## config.mk

```make
export PLATFORM = sky130hd
export DESIGN_NAME = e2m1_int4_scaled_dot_product_unit_flat
export DESIGN_NICKNAME = d
export VERILOG_FILES = /design/src/hw/rtl/edp_pkg.sv /design/src/hw/rtl/edp_if.sv /design/src/hw/rtl/edp_fmul.sv /design/src/hw/rtl/edp_datapath.sv /design/src/hw/rtl/edp_ctrl.sv /design/src/hw/rtl/e2m1_int4_scaled_dot_product_unit.sv /design/src/flat_wrapper.sv
export SDC_FILE = /design/constraint.sdc
export NUM_CORES = 2
export LEC_CHECK = 0
export BUFFER_PORTS_ARGS = -buffer_cell sky130_fd_sc_hd__buf_4
export CAP_MARGIN = 20
export CELL_PAD_IN_SITES_DETAIL_PLACEMENT = 1
export CELL_PAD_IN_SITES_GLOBAL_PLACEMENT = 1
export CORE_ASPECT_RATIO = 1.75
export CORE_UTILIZATION = 40
export DETAILED_ROUTE_END_ITERATION = 6
export GPL_ROUTABILITY_DRIVEN = 1
export PLACE_DENSITY = 0.77
export SLEW_MARGIN = 20
export SYNTH_ARGS = -nofsm -noshare
export SYNTH_HDL_FRONTEND = slang
export SYNTH_SLANG_ARGS = --single-unit
```

## constraint.sdc

```tcl
create_clock -name clk_i -period 11.9 [get_ports clk_i]
set_clock_uncertainty 0.15 [all_clocks]
set_input_delay 2.38 -clock clk_i [delete_from_list [all_inputs] [get_ports clk_i]]
set_output_delay 2.38 -clock clk_i [all_outputs]
set_load 0.1 [all_outputs]
```

## src/hw/rtl/edp_pkg.sv

```systemverilog
// ----------------------------------------------------------------------------
// edp_pkg
// shared types, widths and decode helpers for the e2m1 x int4 dot product
// ----------------------------------------------------------------------------
package edp_pkg;

  localparam int unsigned ActW   = 4;
  localparam int unsigned NibW   = 4;
  localparam int unsigned ScaleW = 32;
  localparam int unsigned LoW    = 21;
  localparam int unsigned HiW    = 19;
  localparam int unsigned SumW   = 22;
  localparam int unsigned HalfW  = 16;
  localparam int unsigned MantW  = 24;
  localparam int unsigned ExpW   = 10;
  localparam int unsigned ProdW  = 2 * MantW;

  // exponent that makes an integer mantissa read as its own value
  localparam logic [ExpW-1:0] IntExp = ExpW'(150);

  localparam logic [31:0] F32Nan = 32'h7FC0_0000;
  localparam logic [31:0] F32Inf = 32'h7F80_0000;

  // unpacked float operand, mant may be unnormalized
  typedef struct packed {
    logic             sign;
    logic [ExpW-1:0]  exp;
    logic [MantW-1:0] mant;
    logic             is_nan;
    logic             is_inf;
    logic             is_zero;
  } fop_t;

  // weight split q = lo + 8*hi
  typedef struct packed {
    logic signed [3:0] lo;
    logic signed [1:0] hi;
  } wsplit_t;

  typedef struct packed {
    logic acc_en;
    logic last_en;
    logic op_sel;
    logic load_out;
  } cmd_t;

  typedef struct packed {
    logic in_valid;
    logic in_last;
    logic out_ready;
  } stat_t;

  function automatic wsplit_t decode_weight(input logic [NibW-1:0] nib);
    logic signed [4:0] q;
    wsplit_t r;
    unique case (nib[2:0])
      3'd0:    q = 5'sd0;
      3'd1:    q = 5'sd1;
      3'd2:    q = 5'sd2;
      3'd3:    q = 5'sd3;
      3'd4:    q = 5'sd4;
      3'd5:    q = 5'sd6;
      3'd6:    q = 5'sd8;
      default: q = 5'sd12;
    endcase
    if (nib[3]) begin
      q = -q;
    end
    if (q >= 5'sd8) begin
      r.hi = 2'sd1;
      r.lo = 4'(q - 5'sd8);
    end else if (q <= -5'sd8) begin
      r.hi = -2'sd1;
      r.lo = 4'(q + 5'sd8);
    end else begin
      r.hi = 2'sd0;
      r.lo = 4'(q);
    end
    return r;
  endfunction

  function automatic fop_t unpack_f32(input logic [31:0] b);
    fop_t r;
    r.sign    = b[31];
    r.exp     = (b[30:23] == 8'd0) ? ExpW'(1) : ExpW'(b[30:23]);
    r.mant    = {(b[30:23] != 8'd0), b[22:0]};
    r.is_nan  = (b[30:23] == 8'hFF) && (b[22:0] != 23'd0);
    r.is_inf  = (b[30:23] == 8'hFF) && (b[22:0] == 23'd0);
    r.is_zero = (b[30:0] == 31'd0);
    return r;
  endfunction

endpackage

```

## src/hw/rtl/edp_if.sv

```systemverilog
// ----------------------------------------------------------------------------
// edp_in_if / edp_out_if
// valid/ready channels for items and results of the dot product unit
// ----------------------------------------------------------------------------
interface edp_in_if;
  logic                           valid;
  logic                           ready;
  logic signed [edp_pkg::ActW-1:0] act;
  logic [edp_pkg::NibW-1:0]        weight_nibble;
  logic                            last;
  logic [edp_pkg::ScaleW-1:0]      row_scale;
  logic [edp_pkg::ScaleW-1:0]      col_scale;

  modport source (output valid, act, weight_nibble, last, row_scale, col_scale,
                  input ready);
  modport sink (input valid, act, weight_nibble, last, row_scale, col_scale,
                output ready);
endinterface

interface edp_out_if;
  logic                            valid;
  logic                            ready;
  logic signed [edp_pkg::SumW-1:0] dot_sum;
  logic [edp_pkg::HalfW-1:0]       half_result;

  modport source (output valid, dot_sum, half_result, input ready);
  modport sink (input valid, dot_sum, half_result, output ready);
endinterface

```

## src/hw/rtl/edp_fmul.sv

```systemverilog
// ----------------------------------------------------------------------------
// edp_fmul
// three stage float32 multiplier, round to nearest even, subnormals kept
// ----------------------------------------------------------------------------
module edp_fmul (
  input  logic                clk_i,
  input  edp_pkg::fop_t       op_a_i,
  input  edp_pkg::fop_t       op_b_i,
  output logic [31:0]         res_o
);

  localparam int unsigned PW = edp_pkg::ProdW;

  // stage 1: mantissa product
  logic [PW-1:0]      prod_q;
  logic signed [11:0] e1_q;
  logic               s1_q, nan1_q, inf1_q, zero1_q;

  always_ff @(posedge clk_i) begin
    prod_q  <= op_a_i.mant * op_b_i.mant;
    e1_q    <= $signed({2'b00, op_a_i.exp}) + $signed({2'b00, op_b_i.exp}) - 12'sd127;
    s1_q    <= op_a_i.sign ^ op_b_i.sign;
    nan1_q  <= op_a_i.is_nan | op_b_i.is_nan |
               (op_a_i.is_inf & op_b_i.is_zero) | (op_a_i.is_zero & op_b_i.is_inf);
    inf1_q  <= op_a_i.is_inf | op_b_i.is_inf;
    zero1_q <= op_a_i.is_zero | op_b_i.is_zero;
  end

  // stage 2: leading one and left normalize
  logic [5:0]         lead;
  logic [PW-1:0]      norm_d, norm_q;
  logic signed [11:0] e2_d, e2_q;
  logic               s2_q, nan2_q, inf2_q, zero2_q;

  always_comb begin
    lead = '0;
    for (int i = 0; i < PW; i++) begin
      if (prod_q[i]) begin
        lead = 6'(i);
      end
    end
    norm_d = prod_q << (6'(PW - 1) - lead);
    e2_d   = e1_q + $signed({6'd0, lead}) - 12'sd46;
  end

  always_ff @(posedge clk_i) begin
    norm_q  <= norm_d;
    e2_q    <= e2_d;
    s2_q    <= s1_q;
    nan2_q  <= nan1_q;
    inf2_q  <= inf1_q;
    zero2_q <= zero1_q | (prod_q == '0);
  end

  // stage 3: denormalize, round, pack
  logic [5:0]         rsh;
  logic [2*PW-1:0]    wide;
  logic [23:0]        m24;
  logic               rnd;
  logic [7:0]         exp_f;
  logic [31:0]        packed_v;
  logic [31:0]        res_d, res_q;
  logic signed [11:0] rsh_full;

  always_comb begin
    rsh_full = 12'sd1 - e2_q;
    if (e2_q >= 12'sd1) begin
      rsh = '0;
    end else if (rsh_full > 12'sd48) begin
      rsh = 6'd48;
    end else begin
      rsh = rsh_full[5:0];
    end
    wide     = {norm_q, {PW{1'b0}}} >> rsh;
    m24      = wide[2*PW-1 -: 24];
    rnd      = wide[2*PW-25] & ((|wide[2*PW-26:0]) | m24[0]);
    exp_f    = (e2_q >= 12'sd1) ? e2_q[7:0] : 8'd0;
    packed_v = {1'b0, exp_f, m24[22:0]} + {31'd0, rnd};
    priority if (nan2_q) begin
      res_d = edp_pkg::F32Nan;
    end else if (inf2_q) begin
      res_d = {s2_q, edp_pkg::F32Inf[30:0]};
    end else if (zero2_q) begin
      res_d = {s2_q, 31'd0};
    end else if (e2_q >= 12'sd255) begin
      res_d = {s2_q, edp_pkg::F32Inf[30:0]};
    end else begin
      res_d = {s2_q, packed_v[30:0]};
    end
  end

  always_ff @(posedge clk_i) begin
    res_q <= res_d;
  end

  assign res_o = res_q;

endmodule

```

## src/hw/rtl/edp_datapath.sv

```systemverilog
// ----------------------------------------------------------------------------
// edp_datapath
// accumulators, scale registers, shared float multiplier, output register
// ----------------------------------------------------------------------------
module edp_datapath (
  input  logic                             clk_i,
  input  logic                             rst_ni,
  input  edp_pkg::cmd_t                    cmd_i,
  input  logic signed [edp_pkg::ActW-1:0]  act_i,
  input  logic [edp_pkg::NibW-1:0]         weight_nibble_i,
  input  logic [edp_pkg::ScaleW-1:0]       row_scale_i,
  input  logic [edp_pkg::ScaleW-1:0]       col_scale_i,
  output logic signed [edp_pkg::SumW-1:0]  dot_sum_o,
  output logic [edp_pkg::HalfW-1:0]        half_result_o
);

  localparam int unsigned LoW  = edp_pkg::LoW;
  localparam int unsigned HiW  = edp_pkg::HiW;
  localparam int unsigned SumW = edp_pkg::SumW;

  edp_pkg::wsplit_t        ws;
  logic signed [7:0]       p_lo;
  logic signed [5:0]       p_hi;
  logic signed [LoW-1:0]   acc_lo_d, acc_lo_q;
  logic signed [HiW-1:0]   acc_hi_d, acc_hi_q;
  logic signed [SumW-1:0]  sum_d, sum_q;
  logic [31:0]             row_q, col_q;

  always_comb begin
    ws       = edp_pkg::decode_weight(weight_nibble_i);
    p_lo     = 8'(act_i * ws.lo);
    p_hi     = 6'(act_i * ws.hi);
    acc_lo_d = acc_lo_q + LoW'(p_lo);
    acc_hi_d = acc_hi_q + HiW'(p_hi);
    sum_d    = SumW'(acc_lo_d) + {acc_hi_d, 3'b000};
  end

  always_ff @(posedge clk_i or negedge rst_ni) begin
    if (!rst_ni) begin
      acc_lo_q <= '0;
      acc_hi_q <= '0;
    end else if (cmd_i.last_en) begin
      acc_lo_q <= '0;
      acc_hi_q <= '0;
    end else if (cmd_i.acc_en) begin
      acc_lo_q <= acc_lo_d;
      acc_hi_q <= acc_hi_d;
    end
  end

  always_ff @(posedge clk_i) begin
    if (cmd_i.last_en) begin
      sum_q <= sum_d;
      row_q <= row_scale_i;
      col_q <= col_scale_i;
    end
  end

  // operand select: row*col first, then sum*scale
  edp_pkg::fop_t   op_a, op_b;
  logic [31:0]     mul_res;
  logic [SumW-1:0] sum_mag;

  always_comb begin
    sum_mag = sum_q[SumW-1] ? SumW'(-sum_q) : SumW'(sum_q);
    if (cmd_i.op_sel) begin
      op_a.sign    = sum_q[SumW-1];
      op_a.exp     = edp_pkg::IntExp;
      op_a.mant    = edp_pkg::MantW'(sum_mag);
      op_a.is_nan  = 1'b0;
      op_a.is_inf  = 1'b0;
      op_a.is_zero = (sum_q == '0);
      op_b         = edp_pkg::unpack_f32(mul_res);
    end else begin
      op_a = edp_pkg::unpack_f32(row_q);
      op_b = edp_pkg::unpack_f32(col_q);
    end
  end

  edp_fmul u_fmul (
    .clk_i  (clk_i),
    .op_a_i (op_a),
    .op_b_i (op_b),
    .res_o  (mul_res)
  );

  function automatic logic [15:0] to_half(input logic [31:0] b);
    logic [15:0]        s;
    logic [7:0]         ex;
    logic [23:0]        man;
    logic signed [9:0]  e;
    logic [4:0]         sh;
    logic [23:0]        q, rem, half;
    logic [15:0]        r;
    s   = {b[31], 15'd0};
    ex  = b[30:23];
    man = {1'b0, b[22:0]};
    e   = $signed({2'b00, ex}) - 10'sd112;
    sh  = '0;
    q   = '0;
    rem = '0;
    half = '0;
    priority if (ex == 8'hFF) begin
      r = (man != '0) ? 16'h7E00 : (s | 16'h7C00);
    end else if (e >= 10'sd31) begin
      r = s | 16'h7C00;
    end else if (e < -10'sd10) begin
      r = s;
    end else if (e <= 10'sd0) begin
      man  = man | 24'h80_0000;
      sh   = 5'(10'sd14 - e);
      q    = man >> sh;
      rem  = man & ((24'd1 << sh) - 24'd1);
      half = 24'd1 << (sh - 5'd1);
      if ((rem > half) || ((rem == half) && q[0])) begin
        q = q + 24'd1;
      end
      r = s | q[15:0];
    end else begin
      q   = {9'd0, e[4:0], man[22:13]};
      rem = {11'd0, man[12:0]};
      if ((rem > 24'h1000) || ((rem == 24'h1000) && q[0])) begin
        q = q + 24'd1;
      end
      r = s | q[15:0];
    end
    return r;
  endfunction

  logic signed [SumW-1:0] out_sum_q;
  logic [15:0]            out_half_q;

  always_ff @(posedge clk_i) begin
    if (cmd_i.load_out) begin
      out_sum_q  <= sum_q;
      out_half_q <= to_half(mul_res);
    end
  end

  assign dot_sum_o     = out_sum_q;
  assign half_result_o = out_half_q;

endmodule

```

## src/hw/rtl/edp_ctrl.sv

```systemverilog
// ----------------------------------------------------------------------------
// edp_ctrl
// sequencer for accumulation, the two float multiplies and result handoff
// ----------------------------------------------------------------------------
module edp_ctrl (
  input  logic          clk_i,
  input  logic          rst_ni,
  input  edp_pkg::stat_t stat_i,
  output edp_pkg::cmd_t cmd_o,
  output logic          in_ready_o,
  output logic          out_valid_o
);

  typedef enum logic [7:0] {
    ST_IDLE = 8'b0000_0001,
    ST_A1   = 8'b0000_0010,
    ST_A2   = 8'b0000_0100,
    ST_A3   = 8'b0000_1000,
    ST_B1   = 8'b0001_0000,
    ST_B2   = 8'b0010_0000,
    ST_B3   = 8'b0100_0000,
    ST_DONE = 8'b1000_0000
  } state_e;

  state_e state_q, state_d;
  logic   out_valid_q, out_valid_d;
  logic   fire;

  // a last item needs the output register free
  assign in_ready_o = (state_q == ST_IDLE) && (!stat_i.in_last || !out_valid_q);
  assign fire       = stat_i.in_valid && in_ready_o;

  always_comb begin
    state_d = state_q;
    unique case (state_q)
      ST_IDLE: if (fire && stat_i.in_last) state_d = ST_A1;
      ST_A1:   state_d = ST_A2;
      ST_A2:   state_d = ST_A3;
      ST_A3:   state_d = ST_B1;
      ST_B1:   state_d = ST_B2;
      ST_B2:   state_d = ST_B3;
      ST_B3:   state_d = ST_DONE;
      ST_DONE: state_d = ST_IDLE;
      default: state_d = ST_IDLE;
    endcase
  end

  always_comb begin
    out_valid_d = out_valid_q;
    if (out_valid_q && stat_i.out_ready) begin
      out_valid_d = 1'b0;
    end
    if (state_q == ST_DONE) begin
      out_valid_d = 1'b1;
    end
  end

  always_ff @(posedge clk_i or negedge rst_ni) begin
    if (!rst_ni) begin
      state_q     <= ST_IDLE;
      out_valid_q <= 1'b0;
    end else begin
      state_q     <= state_d;
      out_valid_q <= out_valid_d;
    end
  end

  assign cmd_o.acc_en   = fire;
  assign cmd_o.last_en  = fire && stat_i.in_last;
  assign cmd_o.op_sel   = (state_q == ST_B1);
  assign cmd_o.load_out = (state_q == ST_DONE);
  assign out_valid_o    = out_valid_q;

`ifndef SYNTHESIS
  a_busy_not_ready: assert property (@(posedge clk_i) disable iff (!rst_ni)
    (state_q != ST_IDLE) |-> !in_ready_o) else $error("ready while busy");
  a_done_slot_free: assert property (@(posedge clk_i) disable iff (!rst_ni)
    (state_q == ST_DONE) |-> !out_valid_q) else $error("result overwritten");
  a_valid_rise: assert property (@(posedge clk_i) disable iff (!rst_ni)
    $rose(out_valid_q) |-> $past(state_q == ST_DONE)) else $error("spurious result");
  a_last_starts: assert property (@(posedge clk_i) disable iff (!rst_ni)
    (fire && stat_i.in_last) |=> (state_q == ST_A1)) else $error("last not sequenced");
`endif

endmodule

```

## src/hw/rtl/e2m1_int4_scaled_dot_product_unit.sv

```systemverilog
// ----------------------------------------------------------------------------
// e2m1_int4_scaled_dot_product_unit
// e2m1 weight by int4 activation dot product with float32 scaling to binary16
// ----------------------------------------------------------------------------
//  channel  dir  payload                                          transaction
//  in_i     in   act, weight_nibble, last, row_scale, col_scale   one element
//  out_o    out  dot_sum, half_result                             one result
//
//  non-last elements are taken one per cycle while the sequencer is idle
//  a last element starts the scaling (two passes through the shared
//  3-stage float multiplier plus the half conversion) before the next is taken
//  a last element waits while the previous result is still not taken
//  reset clears the accumulators, sequencer and result valid
// ----------------------------------------------------------------------------
module e2m1_int4_scaled_dot_product_unit (
  input logic       clk_i,
  input logic       rst_ni,
  edp_in_if.sink    in_i,
  edp_out_if.source out_o
);

  edp_pkg::cmd_t  cmd;
  edp_pkg::stat_t stat;

  assign stat.in_valid  = in_i.valid;
  assign stat.in_last   = in_i.last;
  assign stat.out_ready = out_o.ready;

  edp_ctrl u_ctrl (
    .clk_i       (clk_i),
    .rst_ni      (rst_ni),
    .stat_i      (stat),
    .cmd_o       (cmd),
    .in_ready_o  (in_i.ready),
    .out_valid_o (out_o.valid)
  );

  edp_datapath u_dp (
    .clk_i           (clk_i),
    .rst_ni          (rst_ni),
    .cmd_i           (cmd),
    .act_i           (in_i.act),
    .weight_nibble_i (in_i.weight_nibble),
    .row_scale_i     (in_i.row_scale),
    .col_scale_i     (in_i.col_scale),
    .dot_sum_o       (out_o.dot_sum),
    .half_result_o   (out_o.half_result)
  );

endmodule
```

## src/flat_wrapper.sv

```systemverilog
// flat-port wrapper written by rule: the top's interface ports become plain ports
module e2m1_int4_scaled_dot_product_unit_flat 
  (clk_i, rst_ni, in_i_valid, in_i_act, in_i_weight_nibble, in_i_last, in_i_row_scale, in_i_col_scale, in_i_ready, out_o_valid, out_o_dot_sum, out_o_half_result, out_o_ready);
  edp_in_if in_i_i ();
  edp_out_if out_o_i ();
  input logic clk_i;
  input logic rst_ni;
  input wire logic [$bits(in_i_i.valid)-1:0] in_i_valid;
  input wire logic [$bits(in_i_i.act)-1:0] in_i_act;
  input wire logic [$bits(in_i_i.weight_nibble)-1:0] in_i_weight_nibble;
  input wire logic [$bits(in_i_i.last)-1:0] in_i_last;
  input wire logic [$bits(in_i_i.row_scale)-1:0] in_i_row_scale;
  input wire logic [$bits(in_i_i.col_scale)-1:0] in_i_col_scale;
  output wire logic [$bits(in_i_i.ready)-1:0] in_i_ready;
  output wire logic [$bits(out_o_i.valid)-1:0] out_o_valid;
  output wire logic [$bits(out_o_i.dot_sum)-1:0] out_o_dot_sum;
  output wire logic [$bits(out_o_i.half_result)-1:0] out_o_half_result;
  input wire logic [$bits(out_o_i.ready)-1:0] out_o_ready;
  assign in_i_i.valid = in_i_valid;
  assign in_i_i.act = in_i_act;
  assign in_i_i.weight_nibble = in_i_weight_nibble;
  assign in_i_i.last = in_i_last;
  assign in_i_i.row_scale = in_i_row_scale;
  assign in_i_i.col_scale = in_i_col_scale;
  assign in_i_ready = in_i_i.ready;
  assign out_o_valid = out_o_i.valid;
  assign out_o_dot_sum = out_o_i.dot_sum;
  assign out_o_half_result = out_o_i.half_result;
  assign out_o_i.ready = out_o_ready;
  e2m1_int4_scaled_dot_product_unit u_core (.clk_i(clk_i), .rst_ni(rst_ni), .in_i(in_i_i), .out_o(out_o_i));
endmodule
```

---- After elaboration in Yosys (flattened, before gate mapping) ----
Index checks and enable logic that the tools add are counted.
operators by class
  add/sub/neg operators ................... 20
  multiply operators ...................... 3
  $lt $le $gt $ge ......................... 10
  eq/ne operators ......................... 20
  shift operators ......................... 5
  muxes and demuxes ....................... 88
  bitwise gates (word level) .............. 14
  reduce and logical (&&, ||, !) cells .... 40
operators by type and width
  operator                count
  $mux W16                17
  $mux W6                 20
  $shr A96 B6 Y95         1
  $logic_not A31 Y1       3
  $mux W5                 17
  $mux W38                2
  $reduce_or A71 Y1       1
  $logic_not A23 Y1       3
  $reduce_bool A23 Y1     3
  $mux W31                2
  $pmux W8 S7             1
  $logic_not A48 Y1       1
  $mul A24 B24 Y48        1
  $shl A1 B5 Y24 const A  2
  $shl A48 B6 Y48         1
  $mux W21                2
  $mux W8                 5
  $mux W19                2
  $eq A8 B8 Y1 const B    4
  $mux W4                 8
  $or A16 B16 Y16         2
  $add A31 B1 Y31         1
  $pmux W4 S7             1
  $and A24 B24 Y24        1
  other kinds (63)        99
word-level totals
  bits in registers ....................... 333
  input port bits ......................... 77
  output and inout port bits .............. 40
  word-level logic and storage cells ...... 224

---- Depth between registers and ports, before layout ----
  depth in word-level cells ............... 49
  mapped depth ............................ 41
  mapped depth without buffers ............ 39

---- Modules after synthesis ----
Synthesis repeated with hierarchy kept, for this count alone.
second synthesis, totals
  cells, all modules ...................... 5,086
  area, all modules ....................... 45,352.2 µm²
modules (own cells, without submodules)
  module        times used  cells an instance  area each (µm²)  sequential area each (µm²)
  edp_fmul      1           3,509              30,138.9         3,203.1
  edp_datapath  1           1,530              14,737.9         4,724.5
  edp_ctrl      1           47                 475.5            226.5

---- Worst setup path after synthesis ----
OpenSTA, ideal clock, no wires.
  path type ............................... in2reg
  start point ............................. in in_i_last
  end point ............................... reg u_core.u_dp.col_q[0], enable pin
  setup time .............................. 0.532 ns
  arrival ................................. 10.010 ns
  path slack .............................. 1.207 ns
  cell stages on the path ................. 4
  buffers on the path ..................... 0
  cells stage by stage .................... nand2_1 > nor4b_1 > nand2_1 > nor2_1
RTL lines
  element               RTL line            RTL
  from (decl)           flat_wrapper.sv:11  input wire logic [$bits(in_i_i.last)-1:0] in_i_last;
  to (signal assigned)  edp_datapath.sv:55  col_q <= col_scale_i;
  to (decl)             edp_datapath.sv:27  logic [31:0] row_q, col_q;

---- Worst setup path in the final report ----
  start point ............................. reg u_core.u_dp.sum_q[2]
  end point ............................... reg u_core.u_dp.u_fmul.prod_q[47]
between the ends
  longest elaborated chain between the ends .. 4
ends and longest elaborated chain
  element                 RTL line            RTL
  from (decl)             edp_datapath.sv:26  logic signed [SumW-1:0] sum_d, sum_q;
  from (signal assigned)  edp_datapath.sv:53  sum_q <= sum_d;
  $neg A22 Y22            edp_datapath.sv:65  sum_mag = sum_q[SumW-1] ? SumW'(-sum_q) : SumW'(sum_q);
  $mux W22 (*)            edp_datapath.sv:65
  $mux W38 (*)            edp_datapath.sv:66  if (cmd_i.op_sel) begin
  $mul A24 B24 Y48 (*)    edp_fmul.sv:20      prod_q <= op_a_i.mant * op_b_i.mant;
  to (signal assigned)    edp_fmul.sv:20
  to (decl)               edp_fmul.sv:15      logic [PW-1:0] prod_q;
Mark *: on every way between the ends. The rest lies on a longest branch, timed or not.
A chain may end at the register's enable or synchronous reset.

==> results.sh <==
export IMPL_final_max_slew_viol_count=0
export IMPL_syn_area_um2=44400
export IMPL_number_of_nets_in_the_finished_design=6086
export IMPL_place_gp_congestion=1.02
export IMPL_ctsHtreeMaxLevel=2
export IMPL_floorplan_initialDensity_pct=40.4
export IMPL_post_cts_setup_buffers=0
export IMPL_ys_warnings_count=0
export IMPL_cts_sinks=333
export IMPL_worst_r2r_path_depth=31
export IMPL_floorplan_die_width_um=254
export IMPL_final_antenna_net_count=0
export IMPL_cts_root_buffer="sky130_fd_sc_hd__clkbuf_16"
export IMPL_max_cap_violations=0
export IMPL_crit_reg2reg_capture="u_core.u_dp.u_fmul.prod_q[47]$_DFF_P_"
export IMPL_asyncSetResetFlopFracSynth_pct=14.7
export IMPL_post_route_cells_drive_above_1_share_pct=7.62
export IMPL_synth_seq_cells=333
export IMPL_io_pins=117
export IMPL_critical_path_endpoint="u_core.u_dp.u_fmul.prod_q[47]$_DFF_P_"
export IMPL_grt_util_all_layers_pct=31.0
export IMPL_crit_required_ns=12.21
export IMPL_timing_fmax_mhz=93.8
export IMPL_postSynthAreaPerCell_um2=8.62
export IMPL_design_die_area_um2=112000
export IMPL_rows=161
export IMPL_crit_slowest_cell="sky130_fd_sc_hd__fa_1"
export IMPL_synth_area_top_cells="sky130_fd_sc_hd__fa_1, sky130_fd_sc_hd__ha_1, sky130_fd_sc_hd__edfxtp_1"
export IMPL_count_of_filler_cells_inserted_in_the_layout=13113
export IMPL_cts_reportedPaths_clkPinSlew_ns=0.07
export IMPL_finalHoldViolCount=0
export IMPL_post_route_drc_count=0
export IMPL_global_route_wire_length_before_repair_mm=261
export IMPL_synth_top_flop_cell="sky130_fd_sc_hd__dfxtp_1"
export IMPL_synth_net_count=6095
export IMPL_synth_largest_area_cell="sky130_fd_sc_hd__fa_1"
export IMPL_detailedPlacementHpwl_mm=139
export IMPL_finalCritPeriodShare_pct=89.6
export IMPL_gate_count_post_synth=5152
export IMPL_io_buffers=116
export IMPL_rr_startpoint="u_core.u_dp.sum_q[2]$_DFFE_PP_"
export IMPL_first_pass_iters=5
export IMPL_crit_path_end_kind="flop"
export IMPL_synthDistinctLibCells=103
export IMPL_max_slew_margin_rel_pct=16.0
export IMPL_wire_per_inst_um=26.0
export IMPL_run_status="completed"
export IMPL_tritoncts_num_buffers=35
export IMPL_startpoint="u_core.u_dp.sum_q[2]$_DFFE_PP_"
export IMPL_critical_path_top_cell_by_count="sky130_fd_sc_hd__fa_1"
export IMPL_grt_antenna_before_repair=6
export IMPL_worst_r2r_setup_slack_ns=1.23
export IMPL_die_h_um=443
export IMPL_worst_endpoint_arrival_ns=10.98
export IMPL_worst_hold_path_type="reg -> reg"
export IMPL_drt_iter0_drc=2211
export IMPL_count_of_flip_flops_with_a_built_in_enable_after_synthesis=124
export IMPL_synth_seq_area_share_pct=18.4
export IMPL_cp_max_fo=14
export IMPL_tightestPinTransition_ns=1.24
export IMPL_synth_top_area_share_pct=23.9
export IMPL_timing_setup_tns_ns=0
export IMPL_cts_max_path_buffers=3
export IMPL_timing_final_setup_violations=0
export IMPL_cts_repair_resized=0
export IMPL_insertion_delay_ns=0.61
export IMPL_cts_tree="yes"
export IMPL_unrepaired_setup_endpoints_after_global_routing="no"
export IMPL_finalWirelength_mm=172
export IMPL_fin_crit_ns=10.67
export IMPL_timing_critical_path_slowest_cell_delay_ns=0.60
export IMPL_area_growth_pct=8.44
export IMPL_first_global_vias=43285
export IMPL_avgViaCountPerCell=5.90
export IMPL_core_region_area_um2=110000
export IMPL_post_cts_hold_buffer_count=0
export IMPL_worst_setup_path_type="reg -> reg"
export IMPL_detailroute_via_count=39185
export IMPL_grt_start_max_net_pins=143
export IMPL_grt_ovfl_total=0
export IMPL_worstSetupStartpointType="flop"
[per-layer routing]
metal | GRT usage (%) | part of all wire (%)
met1 | 30.5 | 33
met2 | 56.0 | 52
met3 | 4.32 | 4.8
met4 | 27.4 | 11
met5 | 0 | 0
[layout make-up]
cell class              instances  area [µm²]  share of cell area, %
diodes                          8        20.0                 0.0415
clock buffers                  43         936                   1.94
clock inverters                21         188                  0.390
inverters                     654        2450                   5.10
multi-input cells            3902       32900                   68.4
flip-flops and latches        333        8150                   16.9
well taps                    1467        1840                   3.81
repair buffers                217        1660                   3.44
[per-stage QoR]
stage	std cells	setup slack, ns	instance area, µm²	utilization (%)	hold WS [ns]
5_1_grt	6645	0.622	48200	43.8	0.197
6_report	6645	1.23	48200	43.8	0.187
2_1_floorplan	5152	1.21	44400	-	0.160
3_3_place_gp	6570	1.37	47000	42.7	0.161
4_1_cts	6635	1.24	48100	43.7	0.197
3_5_place_dp	6571	1.26	47000	42.7	0.166
[cell usage in the layout (no fill, tap or decap), drive strengths merged, types with 36 or more instances in the layout]
master	synthesis	routed
nand2	721	721
inv	650	655
fa	530	530
nor2	449	449
ha	336	336
a21oi	220	220
buf	48	217
mux2i	176	176
dfxtp	160	160
o21ai	143	143
edfxtp	124	124
xnor2	122	122
nand3	107	107
nor3	102	102
a21o	80	80
xor2	75	75
and2	61	61
and3	55	55
nor4	53	53
dfrtp	48	48
clkbuf	215	43
a22o	40	40
nand4	39	39
mux2	37	37
nand2b	36	36
[cells in the mapped netlist (13+ instances only)]
cell / count
sky130_fd_sc_hd__a22oi_1: 15
sky130_fd_sc_hd__edfxtp_1: 124
sky130_fd_sc_hd__a21o_1: 80
sky130_fd_sc_hd__nor4_1: 52
sky130_fd_sc_hd__buf_2: 19
sky130_fd_sc_hd__a211o_1: 13
sky130_fd_sc_hd__a21oi_1: 220
sky130_fd_sc_hd__inv_1: 648
sky130_fd_sc_hd__o221ai_1: 21
sky130_fd_sc_hd__and2_1: 61
sky130_fd_sc_hd__xnor2_1: 122
sky130_fd_sc_hd__mux2_2: 36
sky130_fd_sc_hd__nor3_1: 100
sky130_fd_sc_hd__o211ai_1: 28
sky130_fd_sc_hd__nand2_1: 718
sky130_fd_sc_hd__nand3_1: 107
sky130_fd_sc_hd__xor2_1: 75
sky130_fd_sc_hd__o21bai_1: 28
sky130_fd_sc_hd__nor2_1: 449
sky130_fd_sc_hd__o21ai_0: 137
sky130_fd_sc_hd__nand4_1: 38
sky130_fd_sc_hd__o21a_1: 27
sky130_fd_sc_hd__mux2i_1: 176
sky130_fd_sc_hd__dfxtp_1: 160
sky130_fd_sc_hd__or3_1: 32
sky130_fd_sc_hd__a22o_1: 40
sky130_fd_sc_hd__and3_1: 55
sky130_fd_sc_hd__o31ai_1: 24
sky130_fd_sc_hd__o22ai_1: 22
sky130_fd_sc_hd__a31oi_1: 27
sky130_fd_sc_hd__a211oi_1: 28
sky130_fd_sc_hd__nand2b_1: 36
sky130_fd_sc_hd__a2111oi_0: 18
sky130_fd_sc_hd__fa_1: 530
sky130_fd_sc_hd__buf_1: 26
sky130_fd_sc_hd__clkbuf_1: 214
sky130_fd_sc_hd__nor2b_1: 25
sky130_fd_sc_hd__or2_2: 16
sky130_fd_sc_hd__ha_1: 336
sky130_fd_sc_hd__a21boi_0: 15
sky130_fd_sc_hd__dfrtp_1: 48
[registers in the layout, indices dropped and copies added, names as in the netlist, 8 cells and up]
register,count
u_core.u_dp.row_q,32
u_core.u_dp.half_result_o,16
u_core.u_dp.u_fmul.e1_q,12
u_core.u_dp.u_fmul.prod_q,48
u_core.u_dp.acc_hi_q,19
u_core.u_dp.dot_sum_o,22
u_core.u_dp.acc_lo_q,21
u_core.u_dp.u_fmul.norm_q,48
u_core.u_dp.col_q,32
u_core.u_dp.sum_q,22
u_core.u_ctrl.state_q,8
u_core.u_dp.u_fmul.res_o,32
u_core.u_dp.u_fmul.e2_q,12
[how the worst min path moves through the flow]
stage	to	slack, ns	startpoint	depth (start not counted)
detailed placement	u_core.u_dp.u_fmul.s2_q$_DFF_P_	0.17	u_core.u_dp.u_fmul.s1_q$_DFF_P_	0
finish	u_core.u_dp.u_fmul.nan2_q$_DFF_P_	0.19	u_core.u_dp.u_fmul.nan1_q$_DFF_P_	0
floorplan	u_core.u_dp.u_fmul.inf2_q$_DFF_P_	0.16	u_core.u_dp.u_fmul.inf1_q$_DFF_P_	0
CTS	u_core.u_dp.u_fmul.nan2_q$_DFF_P_	0.20	u_core.u_dp.u_fmul.nan1_q$_DFF_P_	0
global placement	u_core.u_dp.u_fmul.s2_q$_DFF_P_	0.16	u_core.u_dp.u_fmul.s1_q$_DFF_P_	0
global route	u_core.u_dp.u_fmul.nan2_q$_DFF_P_	0.20	u_core.u_dp.u_fmul.nan1_q$_DFF_P_	0
[logic make-up after synthesis]
family,after synthesis,share of synthesized area (%)
simple gates,1744,17.7
fa+ha+maj,866,33.3
buf+inv,917,7.84
xor+xnor,198,3.93
flops,333,18.4
compound gates,870,13.4
mux,224,5.46
[worst max-delay path: cells and delay by family (launching register included)]
kind / cells / cell delay (ns)
simple gates: 7 / 2.47
xor+xnor: 2 / 0.19
fa+ha+maj: 8 / 3.94
buf+inv: 3 / 0.17
flops: 1 / 0.44
compound gates: 11 / 3.14
Power is left out: the tool's default activity adds up to more than one toggle a clock period on the data nets, which glitch-free logic cannot reach.
